`src/rtl/ssc_pkg.sv`:
```
// ---------------------------------------------------------------------------
// ssc_pkg
// Shared types, constants and the segment lookup for the scan counter.
// ---------------------------------------------------------------------------
package ssc_pkg;

    localparam int DIGITS     = 4;
    localparam int SEG_BITS   = 8;
    localparam int DIG_W      = $clog2(DIGITS);
    localparam int BIT_W      = $clog2(SEG_BITS);
    localparam int HOLD_W     = 8;
    localparam int COUNT_W    = 14;
    localparam int ADDR_W     = 3;

    localparam logic [COUNT_W-1:0] MAX_COUNT      = 14'd9999;
    localparam logic [HOLD_W-1:0]  HOLD_RESET     = 8'd20;
    localparam logic [COUNT_W-1:0] LIMIT_RESET    = 14'd9999;

    // register indexes, selected by paddr[2]
    localparam logic REG_HOLD  = 1'b0;
    localparam logic REG_LIMIT = 1'b1;

    typedef enum logic [3:0] {
        PH_CLK_HIGH = 4'b0001,
        PH_CLK_LOW  = 4'b0010,
        PH_LATCH    = 4'b0100,
        PH_HOLD     = 4'b1000
    } ssc_phase_t;

    typedef struct packed {
        logic [HOLD_W-1:0]  hold_ticks;
        logic [COUNT_W-1:0] count_limit;
    } ssc_cfg_t;

    typedef struct packed {
        logic               serial_data;
        logic               shift_clock;
        logic               latch_strobe;
        logic [DIGITS-1:0]  digit_enable;
        logic [COUNT_W-1:0] shown_count;
    } ssc_result_t;

    // common-anode segment pattern of one decimal digit
    function automatic logic [SEG_BITS-1:0] seg_lookup(input logic [3:0] digit);
        logic [7:0] pattern;
        begin
            unique case (digit)
                4'd0: pattern = 8'hC0;
                4'd1: pattern = 8'hF9;
                4'd2: pattern = 8'hA4;
                4'd3: pattern = 8'hB0;
                4'd4: pattern = 8'h99;
                4'd5: pattern = 8'h92;
                4'd6: pattern = 8'h82;
                4'd7: pattern = 8'hF8;
                4'd8: pattern = 8'h80;
                4'd9: pattern = 8'h90;
                default: pattern = 8'hC0;
            endcase
            seg_lookup = pattern[SEG_BITS-1:0];
        end
    endfunction

endpackage

```
`src/rtl/seven_segment_scan_counter.sv`:
```
// ---------------------------------------------------------------------------
// seven_segment_scan_counter
// Four-digit multiplexed seven-segment driver with a free-running count.
// ---------------------------------------------------------------------------
// Every input transaction is one time step and returns one result transaction
// with the pin levels of the step the sequencer is in; a tick of 1 then moves
// the sequencer on, a tick of 0 leaves it. One transaction is taken per clock:
// the sequencer state and the pin decode sit in front of a single result
// register, so each result shows in the cycle after; s_ready only drops while a result
// waits and m_ready is low. Per digit (thousands first) the segment byte goes
// out LSB first over 16 ticks, the latch pulses one tick, then the digit is
// enabled for digit_hold_ticks ticks (0 acts as 1). After the units digit the
// count steps, wrapping to 0 once it reaches count_limit (capped at 9999).
// Registers: 0x0 digit_hold_ticks, 0x4 count_limit.
// ---------------------------------------------------------------------------
module seven_segment_scan_counter
    import ssc_pkg::*;
(
    input  logic               aclk,
    input  logic               aresetn,
    input  logic               psel,
    input  logic               penable,
    input  logic               pwrite,
    input  logic [ADDR_W-1:0]  paddr,
    input  logic [31:0]        pwdata,
    output logic [31:0]        prdata,
    output logic               pready,
    input  logic               s_valid,
    output logic               s_ready,
    input  logic               s_tick,
    output logic               m_valid,
    input  logic               m_ready,
    output logic               m_serial_data,
    output logic               m_shift_clock,
    output logic               m_latch_strobe,
    output logic [DIGITS-1:0]  m_digit_enable,
    output logic [COUNT_W-1:0] m_shown_count
);

    ssc_cfg_t    cfg;
    ssc_result_t step_result;
    ssc_result_t result_reg;
    logic        valid_reg, valid_next;
    logic        s_accept;

    ssc_cfg u_cfg (
        .aclk    (aclk),
        .aresetn (aresetn),
        .psel    (psel),
        .penable (penable),
        .pwrite  (pwrite),
        .paddr   (paddr),
        .pwdata  (pwdata),
        .prdata  (prdata),
        .pready  (pready),
        .cfg     (cfg)
    );

    assign s_ready  = !valid_reg || m_ready;
    assign s_accept = s_valid && s_ready;

    ssc_seq u_seq (
        .aclk    (aclk),
        .aresetn (aresetn),
        .cfg     (cfg),
        .adv     (s_accept && s_tick),
        .result  (step_result)
    );

    always_comb begin
        valid_next = valid_reg;
        if (s_accept) begin
            valid_next = 1'b1;
        end else if (m_ready) begin
            valid_next = 1'b0;
        end
    end

    always_ff @(posedge aclk) begin
        if (!aresetn) begin
            valid_reg <= 1'b0;
        end else begin
            valid_reg <= valid_next;
        end
    end

    always_ff @(posedge aclk) begin
        if (s_accept) begin
            result_reg <= step_result;
        end
    end

    assign m_valid        = valid_reg;
    assign m_serial_data  = result_reg.serial_data;
    assign m_shift_clock  = result_reg.shift_clock;
    assign m_latch_strobe = result_reg.latch_strobe;
    assign m_digit_enable = result_reg.digit_enable;
    assign m_shown_count  = result_reg.shown_count;

    // at most one digit driven at a time
    assert property (@(posedge aclk) disable iff (!aresetn)
        m_valid |-> $onehot0(m_digit_enable))
        else $error("more than one digit enabled");

    // digit drive never overlaps shifting or latching
    assert property (@(posedge aclk) disable iff (!aresetn)
        (m_valid && m_digit_enable != '0) |-> (!m_shift_clock && !m_latch_strobe))
        else $error("digit enabled during shift or latch");

    // latch and shift clock are separate steps
    assert property (@(posedge aclk) disable iff (!aresetn)
        m_valid |-> !(m_shift_clock && m_latch_strobe))
        else $error("latch and shift clock both high");

    // shown count stays decimal four digits
    assert property (@(posedge aclk) disable iff (!aresetn)
        m_valid |-> (m_shown_count <= MAX_COUNT))
        else $error("shown count out of range");

endmodule

```
`src/rtl/ssc_cfg.sv`:
```
// ---------------------------------------------------------------------------
// ssc_cfg
// APB register file: digit hold ticks and count limit.
// ---------------------------------------------------------------------------
module ssc_cfg
    import ssc_pkg::*;
(
    input  logic              aclk,
    input  logic              aresetn,
    input  logic              psel,
    input  logic              penable,
    input  logic              pwrite,
    input  logic [ADDR_W-1:0] paddr,
    input  logic [31:0]       pwdata,
    output logic [31:0]       prdata,
    output logic              pready,
    output ssc_cfg_t          cfg
);

    logic [HOLD_W-1:0]  hold_reg,  hold_next;
    logic [COUNT_W-1:0] limit_reg, limit_next;
    logic               wr_en;

    assign pready = 1'b1;
    assign wr_en  = psel && penable && pwrite;

    always_comb begin
        hold_next  = hold_reg;
        limit_next = limit_reg;
        if (wr_en) begin
            unique case (paddr[2])
                REG_HOLD:  hold_next  = pwdata[HOLD_W-1:0];
                REG_LIMIT: limit_next = pwdata[COUNT_W-1:0];
                default:   ;
            endcase
        end
    end

    always_ff @(posedge aclk) begin
        if (!aresetn) begin
            hold_reg  <= HOLD_RESET;
            limit_reg <= LIMIT_RESET;
        end else begin
            hold_reg  <= hold_next;
            limit_reg <= limit_next;
        end
    end

    always_comb begin
        unique case (paddr[2])
            REG_HOLD:  prdata = {{(32-HOLD_W){1'b0}}, hold_reg};
            REG_LIMIT: prdata = {{(32-COUNT_W){1'b0}}, limit_reg};
            default:   prdata = 32'd0;
        endcase
    end

    assign cfg.hold_ticks  = hold_reg;
    assign cfg.count_limit = limit_reg;

endmodule

```
`src/rtl/ssc_seq.sv`:
```
// ---------------------------------------------------------------------------
// ssc_seq
// Scan sequencer: phase, digit, bit and hold counters plus the count kept
// in binary and in BCD, with the pin levels of the current step.
// ---------------------------------------------------------------------------
module ssc_seq
    import ssc_pkg::*;
(
    input  logic        aclk,
    input  logic        aresetn,
    input  ssc_cfg_t    cfg,
    input  logic        adv,
    output ssc_result_t result
);

    ssc_phase_t         phase_reg, phase_next;
    logic [DIG_W-1:0]   digit_reg, digit_next;
    logic [BIT_W-1:0]   bit_reg, bit_next;
    logic [HOLD_W-1:0]  hold_cnt_reg, hold_cnt_next;
    logic               data_reg, data_next;
    logic [COUNT_W-1:0] count_reg, count_next;
    logic [3:0]         bcd_reg [DIGITS];
    logic [3:0]         bcd_next [DIGITS];

    logic [SEG_BITS-1:0] segments;
    logic [HOLD_W-1:0]   hold_eff;
    logic [HOLD_W-1:0]   hold_inc;
    logic [COUNT_W-1:0]  limit_eff;
    logic                carry;
    logic                data_now;

    // bcd_reg[0] is units, so thousands-first index maps to the top digit
    assign segments  = seg_lookup(bcd_reg[DIG_W'(DIGITS-1) - digit_reg]);
    assign hold_eff  = (cfg.hold_ticks == '0) ? HOLD_W'(1) : cfg.hold_ticks;
    assign hold_inc  = hold_cnt_reg + HOLD_W'(1);
    assign limit_eff = (cfg.count_limit > MAX_COUNT) ? MAX_COUNT : cfg.count_limit;

    always_comb begin
        data_now = data_reg;
        result.shift_clock  = 1'b0;
        result.latch_strobe = 1'b0;
        result.digit_enable = '0;
        unique case (phase_reg)
            PH_CLK_HIGH: begin
                data_now = segments[bit_reg];
                result.shift_clock = 1'b1;
            end
            PH_CLK_LOW: begin
                data_now = segments[bit_reg];
            end
            PH_LATCH: begin
                result.latch_strobe = 1'b1;
            end
            PH_HOLD: begin
                result.digit_enable = DIGITS'(1) << digit_reg;
            end
            default: ;
        endcase
        result.serial_data = data_now;
        result.shown_count = count_reg;
    end

    always_comb begin
        phase_next    = phase_reg;
        digit_next    = digit_reg;
        bit_next      = bit_reg;
        hold_cnt_next = hold_cnt_reg;
        data_next     = data_reg;
        count_next    = count_reg;
        carry         = 1'b1;
        for (int i = 0; i < DIGITS; i++) begin
            bcd_next[i] = bcd_reg[i];
        end
        if (adv) begin
            data_next = data_now;
            unique case (phase_reg)
                PH_CLK_HIGH: phase_next = PH_CLK_LOW;
                PH_CLK_LOW: begin
                    if (bit_reg == BIT_W'(SEG_BITS-1)) begin
                        bit_next   = '0;
                        phase_next = PH_LATCH;
                    end else begin
                        bit_next   = bit_reg + BIT_W'(1);
                        phase_next = PH_CLK_HIGH;
                    end
                end
                PH_LATCH: begin
                    hold_cnt_next = '0;
                    phase_next    = PH_HOLD;
                end
                PH_HOLD: begin
                    hold_cnt_next = hold_inc;
                    if (hold_inc >= hold_eff || hold_inc == '0) begin
                        hold_cnt_next = '0;
                        phase_next    = PH_CLK_HIGH;
                        if (digit_reg == DIG_W'(DIGITS-1)) begin
                            digit_next = '0;
                            if (count_reg >= limit_eff) begin
                                count_next = '0;
                                for (int i = 0; i < DIGITS; i++) begin
                                    bcd_next[i] = 4'd0;
                                end
                            end else begin
                                count_next = count_reg + COUNT_W'(1);
                                // ripple the decimal carry up from units
                                for (int i = 0; i < DIGITS; i++) begin
                                    if (carry) begin
                                        if (bcd_reg[i] == 4'd9) begin
                                            bcd_next[i] = 4'd0;
                                        end else begin
                                            bcd_next[i] = bcd_reg[i] + 4'd1;
                                            carry       = 1'b0;
                                        end
                                    end
                                end
                            end
                        end else begin
                            digit_next = digit_reg + DIG_W'(1);
                        end
                    end
                end
                default: ;
            endcase
        end
    end

    always_ff @(posedge aclk) begin
        if (!aresetn) begin
            phase_reg    <= PH_CLK_HIGH;
            digit_reg    <= '0;
            bit_reg      <= '0;
            hold_cnt_reg <= '0;
            data_reg     <= 1'b0;
            count_reg    <= '0;
            for (int i = 0; i < DIGITS; i++) begin
                bcd_reg[i] <= 4'd0;
            end
        end else begin
            phase_reg    <= phase_next;
            digit_reg    <= digit_next;
            bit_reg      <= bit_next;
            hold_cnt_reg <= hold_cnt_next;
            data_reg     <= data_next;
            count_reg    <= count_next;
            for (int i = 0; i < DIGITS; i++) begin
                bcd_reg[i] <= bcd_next[i];
            end
        end
    end

endmodule

```
`config.mk`:
```
export PLATFORM = sky130hd
export DESIGN_NAME = seven_segment_scan_counter
export DESIGN_NICKNAME = d
export VERILOG_FILES = /design/src/rtl/ssc_pkg.sv /design/src/rtl/seven_segment_scan_counter.sv /design/src/rtl/ssc_cfg.sv /design/src/rtl/ssc_seq.sv
export SDC_FILE = /design/constraint.sdc
export NUM_CORES = 1
export LEC_CHECK = 0
export BUFFER_PORTS_ARGS = -buffer_cell sky130_fd_sc_hd__buf_2
export CAP_MARGIN = 20
export CORE_AREA = 2 2 154 156
export DETAILED_ROUTE_END_ITERATION = 10
export DIE_AREA = 0 0 156 158
export PLACE_DENSITY = 0.49
export SLEW_MARGIN = 25
export SYNTH_ARGS = -nofsm -noshare
export SYNTH_HDL_FRONTEND = slang
export SYNTH_HIERARCHICAL = 1
export SYNTH_SLANG_ARGS = --single-unit
```
`constraint.sdc`:
```
create_clock -name aclk -period 6.6 [get_ports aclk]
set_clock_uncertainty 0.05 [all_clocks]
set_input_delay 1.32 -clock aclk [delete_from_list [all_inputs] [get_ports aclk]]
set_output_delay 1.32 -clock aclk [all_outputs]
set_load 0.02 [all_outputs]
```
==> impl_results.rst <==
.. list-table::
   :header-rows: 1

   * - Metric
     - Value
   * - Outcome
     - completed
   * - Capturing element of the worst setup path
     - prdata[7]
   * - Half-perimeter wire length of the detailed placement result
     - 10100 um
   * - Final Wtd Congestion
     - between 0.7 and 0.8
   * - Leading area contributor after synthesis
     - sky130_fd_sc_hd__dfxtp_1
   * - H-tree depth
     - 3
   * - Worst EP required
     - 5.23 ns
   * - # Max-Cap Violations
     - 0
   * - Max FFs per register
     - 16
   * - Top-Level Pins
     - 99
   * - Wire length of the first global-routing pass
     - about 23000 um
   * - Post-synthesis cell count
     - just over 600
   * - Initial antenna violation count
     - 0
   * - Die Wd
     - around 160 um
   * - Top cell type's share of synthesized area
     - about a quarter
   * - Port bufs
     - 59
   * - Share of async-settable or async-resettable flops after synthesis
     - 0%
   * - Number of flops mapped to enable cells by yosys
     - 21
   * - Final std cells w/o fill
     - 958
   * - Number of fill cells in the layout
     - roughly 2400
   * - RSZ-0062 raised after global routing
     - no
   * - Synth Register Bits
     - roughly 90
   * - Number of buffers created by CTS
     - 9
   * - Reg2reg setup slack
     - 3.24 ns
   * - DRT antenna net count
     - 0
   * - FF-to-FF Start
     - u_cfg/limit_reg[7]$_SDFFE_PN0P_
   * - Final period utilization
     - about 54%
   * - Power density of the placed cells
     - 190 mW/mm^2
   * - Arrival time of data at the critical path endpoint
     - roughly 2.2 ns
   * - Most frequent cell on the critical path
     - sky130_fd_sc_hd__buf_2
   * - Post-cts resize count
     - 0
   * - Post-layout min period
     - about 3.5 ns
   * - Std-Cell Core Area
     - ~0.023 sq mm
   * - Multi-input gate area in the final layout
     - 0.00328 sq mm
   * - Cell Rows
     - 56
   * - Final setup violation count
     - 0
   * - Chain of cells forming the critical path
     - buf_2, mux2_2, buf_2
   * - Die height
     - 158 um
   * - Synthesis-to-finish area growth
     - 13.8%
   * - Max-slew violations
     - 0
   * - Final setup slack of the worst path
     - 3.05 ns
   * - Clock Latency Late Sink
     - about 0.35 ns
   * - Post-placement cell count
     - 942
   * - Total Negative Setup Slacks
     - 0 ns
   * - Achievable frequency
     - around 280 MHz
   * - Crit path largest cell delay
     - around 0.40 ns
   * - Start-to-end type of the worst setup path
     - input port to output port
   * - Total area of sequential cells
     - slightly above 0.002 sq mm
   * - Cell area after layout
     - ~0.0064 sq mm
   * - GRT Overall Usage
     - between 10% and 20%
   * - Count of distinct cell types in the synthesized netlist
     - 66
   * - Average detailed-routed wire length per instance
     - around 15 um
   * - Yosys warning total
     - 6
   * - CTS clk-pin slew, worst paths
     - roughly 0.060 ns
   * - Number of detailed-routing iterations run before antenna repair
     - 5
   * - Sink Count
     - 92
   * - Starting utilization of the core area
     - roughly a quarter
   * - Detailed-route via count
     - ~4600
   * - TritonCTS clock tree
     - done
   * - Crit. End Element
     - output port
   * - Worst Reg2Reg Path Length in Cells
     - 11
   * - Peak supply drop
     - between 0.1 and 0.15 mV
   * - Most used flip-flop cell after synthesis
     - sky130_fd_sc_hd__dfxtp_1
   * - Post-CTS setup buffer count
     - 0
   * - Seq/Total Area, Yosys
     - between 30% and 40%
   * - Relative slew margins
     - between 40% and 50%
   * - Fraction of final layout cells with drive strength greater than 1
     - roughly 16%
   * - Floorplan die area
     - around 0.025 sq mm
   * - Leakage component of the power
     - about 0.0025 uW
   * - Final-layout worst hold slack
     - roughly 0.44 ns
   * - Detailed-route vias per instance
     - 4.76
   * - Mean Syn Cell Area
     - between 9 and 10 sq um
   * - Antenna cells
     - 0
   * - Pin count of the biggest net entering global routing
     - between 60 and 70
   * - Netlist area before placement
     - around 0.0057 sq mm
   * - Actual slew at the worst max-slew pin
     - between 0.8 and 0.9 ns
   * - Number of DRC violations after detailed-routing iteration 0
     - around 300
   * - CTS hold repair buffers
     - 0
   * - Element type at the critical path start
     - input port
   * - Slowest library cell on the worst path
     - sky130_fd_sc_hd__mux2_2
   * - Buffer cell driving the clock tree root
     - sky130_fd_sc_hd__clkbuf_16
   * - Final Hold Viols
     - 0
   * - Number of nets in the layout
     - 749
   * - DR DRC count
     - 0
   * - Hold path cells
     - 2
   * - Top area cells in the synthesized netlist
     - sky130_fd_sc_hd__dfxtp_1 (25%), sky130_fd_sc_hd__edfxtp_1 (11%), sky130_fd_sc_hd__ha_1 (9.5%)
   * - Post-placement worst setup slack
     - ~2.5 ns
   * - Maximum clock insertion buffer count
     - 2
   * - End of the worst register-to-register path
     - u_seq/count_reg[9]$_SDFFE_PN0P_
   * - Vias in the first global route
     - 4179
   * - Tightest Hold Check Type
     - register to register
   * - Grt ovf
     - 0
   * - Start point of the critical path
     - paddr[2]
   * - Placed cell areas
     - about 0.006 sq mm
   * - Aggregate routed wire length
     - about 14000 um
   * - Largest driver fanout on the critical path
     - 17
[layout make-up]
cell class                      count  share of cell area [%]
Clock buffer                        9                    3.50
Sequential cell                    92                    31.9
Timing Repair Buffer               64                    5.23
Inverter                           27                    1.57
Clock inverter                      7                    1.28
Tap cell                          290                    5.64
Multi-Input combinational cell    469                    50.9
[logic make-up after synthesis]
family	count (synthesis)	share of synthesized area (%)
xor+xnor	8	1.24
compound gates	122	14.6
simple gates	237	22.7
buf+inv	74	7.17
fa+ha+maj	43	9.51
flops	92	36.3
other cells	2	0.133
mux	40	8.38
[stage by stage]
step | util [%] | power [uW]
4_1_cts | 27.9 | 1240
5_1_grt | 27.9 | 1280
6_report | 27.9 | 1220
3_5_place_dp | 26.5 | 699
2_1_floorplan | - | 677
3_3_place_gp | 26.5 | 698
[layer usage]
metal  vias to the layer above  share of wire, %  wire length (um)  global-route usage (%)
li1                       2323                 -                 -                       -
met3                         4               3.5               493                    3.01
met1                      2152                49              6920                    15.9
met2                        82                47              6610                    18.5
met5                         -                 0                 0                       0
met4                         0              0.36                50                    1.88
[where the power goes]
group / switching (uW) / leakage (uW) / internal (uW) / total [uW]
clock: 236 / 0.000149 / 300 / 536
sequential: 6.58 / 0.000782 / 585 / 592
combinational: 63.3 / 0.00157 / 30.1 / 93.4
total: 306 / 0.00250 / 915 / 1220
[worst min path at each step]
stage / from / end
2_1_floorplan: u_cfg/hold_reg[1]$_SDFFE_PN0P_ / u_cfg/hold_reg[1]$_SDFFE_PN0P_
3_3_place_gp: u_cfg/hold_reg[1]$_SDFFE_PN0P_ / u_cfg/hold_reg[1]$_SDFFE_PN0P_
3_5_place_dp: u_cfg/hold_reg[1]$_SDFFE_PN0P_ / u_cfg/hold_reg[1]$_SDFFE_PN0P_
4_1_cts: u_cfg/hold_reg[1]$_SDFFE_PN0P_ / u_cfg/hold_reg[1]$_SDFFE_PN0P_
5_1_grt: u_cfg/hold_reg[0]$_SDFFE_PN0P_ / u_cfg/hold_reg[0]$_SDFFE_PN0P_
6_report: u_seq/data_reg$_SDFFE_PN0P_ / u_seq/data_reg$_SDFFE_PN0P_
[layout by cell type, fill, tap and decap left out, types with 11 or more instances in the layout]
cell type and n:
sky130_fd_sc_hd__dfxtp_1 71, sky130_fd_sc_hd__nand2_1 61, sky130_fd_sc_hd__buf_2 59, sky130_fd_sc_hd__ha_1 43, sky130_fd_sc_hd__a21oi_1 38, sky130_fd_sc_hd__nor2_1 37
sky130_fd_sc_hd__inv_1 26, sky130_fd_sc_hd__mux2i_1 26, sky130_fd_sc_hd__nor2b_1 22, sky130_fd_sc_hd__edfxtp_1 21, sky130_fd_sc_hd__conb_1 19, sky130_fd_sc_hd__nand3_1 18
sky130_fd_sc_hd__o21ai_0 14, sky130_fd_sc_hd__and2_1 12, sky130_fd_sc_hd__nor3_1 11, sky130_fd_sc_hd__o31ai_1 11, sky130_fd_sc_hd__nand4_1 11
[synthesized netlist by cell type, types with 7 or more instances]
cell type                  number
sky130_fd_sc_hd__and2_1        12
sky130_fd_sc_hd__a21oi_1       38
sky130_fd_sc_hd__clkbuf_1      17
sky130_fd_sc_hd__dfxtp_1       71
sky130_fd_sc_hd__buf_4         20
sky130_fd_sc_hd__edfxtp_1      21
sky130_fd_sc_hd__or3_1         10
sky130_fd_sc_hd__mux2_2         9
sky130_fd_sc_hd__mux2i_1       26
sky130_fd_sc_hd__o31ai_1       11
sky130_fd_sc_hd__or4_1          9
sky130_fd_sc_hd__nor2_1        37
sky130_fd_sc_hd__nand2_1       61
sky130_fd_sc_hd__a32o_1         7
sky130_fd_sc_hd__nor2b_1       22
sky130_fd_sc_hd__o21ai_0       14
sky130_fd_sc_hd__nand3_1       18
sky130_fd_sc_hd__o211ai_1       8
sky130_fd_sc_hd__nor3_1        11
sky130_fd_sc_hd__ha_1          43
sky130_fd_sc_hd__nand2b_1       7
sky130_fd_sc_hd__nand4_1       11
sky130_fd_sc_hd__inv_1         26
sky130_fd_sc_hd__and3_1         8
[worst max-delay path, delay by kind of cell]
| family | cells | cell delay (ns) |
|---|---|---|
| buffers and inverters | 2 | 0.45 |
| muxes | 1 | 0.40 |
Note: power is estimated with default switching activity, not from simulation.
